--- src/rtl/scl_pkg.sv ---
// Shared types, register indexes and width helpers for the screen line clipper.
// No dependencies.
`default_nettype none
package scl_pkg;

  localparam int COORD_FRAC_BITS_DEF = 8;
  localparam int PARAM_FRAC_BITS_DEF = 16;

  localparam int CFG_W   = 13;
  localparam int CFG_IDX_W = 2;
  localparam int DEN_W   = 25;

  localparam logic [CFG_IDX_W-1:0] REG_SCREEN_WIDTH  = 2'd0;
  localparam logic [CFG_IDX_W-1:0] REG_SCREEN_HEIGHT = 2'd1;

  localparam logic [CFG_W-1:0] SCREEN_WIDTH_RST  = 13'd640;
  localparam logic [CFG_W-1:0] SCREEN_HEIGHT_RST = 13'd360;

  // signed width of a boundary distance for a given coordinate fraction
  function automatic int scl_num_w(input int c);
    return ((c + 13 > 24) ? c + 13 : 24) + 3;
  endfunction

  typedef struct packed {
    logic signed [23:0] start_x;
    logic signed [23:0] start_y;
    logic signed [23:0] end_x;
    logic signed [23:0] end_y;
    logic [15:0]        start_depth;
    logic [15:0]        end_depth;
    logic [7:0]         line_thickness;
  } scl_in_t;

  typedef struct packed {
    logic               visible;
    logic signed [23:0] clip_start_x;
    logic signed [23:0] clip_start_y;
    logic signed [23:0] clip_end_x;
    logic signed [23:0] clip_end_y;
    logic [15:0]        clip_start_depth;
    logic [15:0]        clip_end_depth;
    logic [16:0]        t_entry;
    logic [16:0]        t_exit;
  } scl_out_t;

  // per-segment data that rides along the divider pipeline
  typedef struct packed {
    logic               valid;
    logic signed [23:0] sx;
    logic signed [23:0] sy;
    logic signed [24:0] dx;
    logic signed [24:0] dy;
    logic [15:0]        da;
    logic signed [16:0] dd;
    logic               zrej;
    logic [3:0]         skip;
    logic [3:0]         enter;
    logic [3:0]         neg;
    logic [3:0]         ovf;
  } scl_side_t;

endpackage
`default_nettype wire

--- src/rtl/scl_div.sv ---
// Pipelined restoring divider, one quotient bit per stage: (num << P) / den.
// Depends on scl_pkg. Valid travels outside in the side line.
`default_nettype none
module scl_div import scl_pkg::*; #(
  parameter int COORD_FRAC_BITS = COORD_FRAC_BITS_DEF,
  parameter int PARAM_FRAC_BITS = PARAM_FRAC_BITS_DEF
) (
  input  wire logic                                 clk,
  input  wire logic                                 en,
  input  wire logic [scl_num_w(COORD_FRAC_BITS)-1:0] num,
  input  wire logic [DEN_W-1:0]                     den,
  output logic [PARAM_FRAC_BITS+1:0]                quo
);

  localparam int P  = PARAM_FRAC_BITS;
  localparam int L  = P + 2;

  logic [DEN_W-1:0] rem_r  [L];
  logic [L-1:0]     bits_r [L];
  logic [DEN_W-1:0] den_r  [L];
  logic [L-1:0]     quo_r  [L];

  logic [DEN_W-1:0] rem_i  [L];
  logic [L-1:0]     bits_i [L];
  logic [DEN_W-1:0] den_i  [L];
  logic [L-1:0]     quo_i  [L];
  logic [DEN_W:0]   tmp    [L];
  logic             ge     [L];

  always_comb begin
    for (int i = 0; i < L; i++) begin
      if (i == 0) begin
        // top part of the numerator is below den when there is no overflow
        rem_i[i]  = DEN_W'(num >> 2);
        bits_i[i] = {num[1:0], {P{1'b0}}};
        den_i[i]  = den;
        quo_i[i]  = '0;
      end else begin
        rem_i[i]  = rem_r[i-1];
        bits_i[i] = bits_r[i-1];
        den_i[i]  = den_r[i-1];
        quo_i[i]  = quo_r[i-1];
      end
      tmp[i] = {rem_i[i], bits_i[i][L-1]};
      ge[i]  = (tmp[i] >= {1'b0, den_i[i]});
    end
  end

  always_ff @(posedge clk) begin
    if (en) begin
      for (int i = 0; i < L; i++) begin
        rem_r[i]  <= ge[i] ? DEN_W'(tmp[i] - {1'b0, den_i[i]}) : DEN_W'(tmp[i]);
        bits_r[i] <= bits_i[i] << 1;
        den_r[i]  <= den_i[i];
        quo_r[i]  <= {quo_i[i][L-2:0], ge[i]};
      end
    end
  end

  assign quo = quo_r[L-1];

endmodule
`default_nettype wire

--- config.mk ---
export PLATFORM = sky130hd
export DESIGN_NAME = scl_div
export DESIGN_NICKNAME = d
export VERILOG_FILES = /design/src/rtl/scl_pkg.sv /design/src/rtl/scl_div.sv
export SDC_FILE = /design/constraint.sdc
export NUM_CORES = 2
export LEC_CHECK = 0
export ABC_AREA = 1
export CAP_MARGIN = 20
export CORE_MARGIN = 1.5
export CORE_UTILIZATION = 40
export DETAILED_ROUTE_END_ITERATION = 12
export DONT_BUFFER_PORTS = 1
export SLEW_MARGIN = 20
export SYNTH_ARGS = -nofsm -noshare
export SYNTH_HDL_FRONTEND = slang
export SYNTH_SLANG_ARGS = --single-unit
export TNS_END_PERCENT = 50
--- constraint.sdc ---
create_clock -name clk -period 2.1 [get_ports clk]
set_input_delay 0.21 -clock clk [delete_from_list [all_inputs] [get_ports clk]]
set_output_delay 0.21 -clock clk [all_outputs]
set_load 0.02 [all_outputs]
==> impl_metrics.ini <==
[synthesis]
yosys_most_used_dff = edfxtp_1
synth_edf_count = 1022
synthTopCellsByArea = edfxtp_1, nand2_1, inv_1
synthArstFlopShare = 0
synth.largest_area_cell = edfxtp_1
synth_nets = 10300
syn-cell-area_mm2 = 0.07264
synth_top_area_share = 0.4225
post-synth-top-count-cell = nand2_1
synthTopCellsByCount = nand2_1, inv_1, edfxtp_1
yosysSeqAreaShare = 0.4225
yosysWarnings = 0
ys_types = 37
syn_avg_cell_area_um2 = 7.425
syn_inst = 9782
ys_ff_latch = 1022

[worst_setup_path]
crit_arrival_ns = 2.87
crit_path_start_kind = flop
r2r_slack_ns = -0.26
required_ns = 2.61
criticalPathCategory = reg -> reg
cp_max_fo = 6
end_kind = flop

[layout]
post_layout_nonfiller_instances = 14440
multi_input_area_mm2 = 0.03999
drive_above_1_share = 0.3123
syn_to_final_growth_pct = 43.69
regArea_mm2 = 0.03069
nets = 12490
fill_cells = 16000

[sta]
hold_viol_final = 201
fin_ws_ns = -0.2593
whs_ns = -0.4349
fin_crit_ns = 2.359
worst_pin_slew_ns = 0.8778
setup-violations-final = 409
max_freq_mhz = 423.9
rsz0062_at_grt = true
period_share = 1.123
fin_skew_ns = 0.04186
max_slew_margin = 0.4148
finalMaxSlewViolations = 0

[global_route]
gr-total-overflow = 0
grtUsageTotal = 0.2436
grt_pass1_wl_um = 355300
grt_max_degree = 237
grt_pass1_vias = 65700
antenna_found_initial = 2

[power_and_ir_drop]
peakVddDrop_v = 0.0008027
power.density_mw_per_mm2 = 1408
p_leak_nw = 53.72
power.total_mw = 146.9

[place]
dp_hpwl_um = 177200
place.gp.congestion = 0.9428
numPortBuffers = 0
numPlacedInstances = 13700

[floorplanning]
dieArea_mm2 = 0.1842
io_pins = 72
core_area_mm2 = 0.1805
die_x_um = 429.1
fp.dieH_um = 429.1
start_util = 0.4023
row_count = 156

[clocking]
cts-root-buf = clkbuf_16
clk_path_buf_depth = 3
numCtsBuffers = 114
cts_sinks = 1022
h-tree-depth = 3
cts-hold-fix-buffers = 51
clk_transition_reported_paths_ns = 0.06
cts_tree = built
clk_latency_ns = 0.78

[detailed_routing]
drc_errors = 0
dr.pass1.iters = 7
drt_iter0_drc = 5190
routed_via_density = 4.833
final_antenna_net_count = 0
wl_per_cell_um = 16.60
drt-total-wl_um = 239700
vias = 69790

[worst_hold_path]
worst_hold_path_type = in -> reg

[run]
cap_violations = 0

[outcome]
status = finished, violations left
violations = hold timing, setup timing
==> cell families (layout without fill, tap and decap cells) <==
kind of cell,count (synthesis),count (layout),share of synthesized area
xor gates and xnor gates,203,203,0.02448
other,0,1,0
adders and majority gates,466,466,0.08203
DFF,1022,1022,0.4225
AOI/OAI and AO/OA,215,215,0.01764
and+or+nand+nor,5643,5644,0.3330
buffers and inverters,2233,4521,0.1204
==> repair_timing <==
action	4_1_cts	5_1_grt
buffers inserted	155	265
hold endpoints to repair	167	201
resized for setup	506	1172
pin swaps	180	394
endpoints found under the setup margin	628	416
gates cloned	20	43
==> flip-flops by register name (all words and copies together), names as in the netlist <==
register  cells
rem_r       425
bits_r        1
quo_r       171
den_r       425
==> cells in the final DEF (no fill, tap or decap), types with 53 or more instances in the layout <==
cell type and count:
a21oi_1 154, buf_12 63, buf_4 1950, buf_6 65
clkbuf_16 154, edfxtp_1 1022, ha_1 197, ha_4 249
inv_1 1921, inv_2 176, nand2_1 3326, nand2_2 459
nand2_4 166, nand3_1 342, nand3_4 53, nand4_1 547
nor2_1 391, nor2_2 136, xor2_1 184
==> stage by stage <==
stage          hold slack (ns)  setup TNS, ns  cell area [um^2]    util  worst slack, ns
3_5_place_dp            0.3090        -472.12             87980  0.4873           -1.440
6_report               -0.4349         -43.68            104400  0.5781          -0.2593
4_1_cts                -0.4588         -36.06             96390  0.5339          -0.1979
2_1_floorplan           0.3089              0             72640       -          0.06496
3_3_place_gp            0.3090        -421.27             87980  0.4873           -1.307
5_1_grt                -0.4836         -76.88            104400  0.5781          -0.2964
==> layer usage <==
metal	vias to the layer above	GRT usage	wire length (um)
met5	-	0	18
met4	2	0.07187	7525
met3	426	0.02604	12180
met2	1940	0.4254	117100
met1	32260	0.3165	102900
li1	35170	-	-
==> layout make-up <==
| cell class | instances | share of cell area |
|---|---|---|
| sequential | 1022 | 0.2940 |
| inverter | 2097 | 0.07542 |
| tap | 2370 | 0.02841 |
| multi-input combinational | 6528 | 0.3831 |
| clock buffer | 134 | 0.02805 |
| timing repair buffer | 2210 | 0.1826 |
| antenna | 1 | 0.00002398 |
| clock inverter | 80 | 0.008320 |
==> path summary, 6_finish.rpt <==
| path | startpoint | end | depth (start not counted) |
|---|---|---|---|
| min | en | den_r[5][18] | 0 |
| max reg2reg | den_r[11][21] | rem_r[12][23] | 13 |
| max | den_r[11][21] | rem_r[12][23] | 13 |
| min reg2reg | quo_r[3][3] | quo_r[4][4] | 0 |
==> power breakdown <==
group / total [mW] / internal [mW] / switching, mW / leakage [nW]
Sequential: 35.0 / 30.1 / 4.89 / 10.1
Combinational: 91.5 / 42.4 / 49.2 / 41.8
Clock: 20.4 / 11.6 / 8.82 / 1.83
Total: 147 / 84.1 / 62.9 / 53.7
==> critical path, stage by stage, from the launching register on <==
cell and delay, ns:
edfxtp_1 0.59, inv_2 0.09, ha_4 0.25, nand2_4 0.09, inv_2 0.04, nand2_2 0.06
nand2_2 0.07, nand2_2 0.06, nand2_2 0.07, a21oi_4 0.22, nand3_4 0.22, buf_4 0.19
nand2_1 0.08, nand2_2 0.07
No activity file was read; power rests on OpenSTA's default activity.
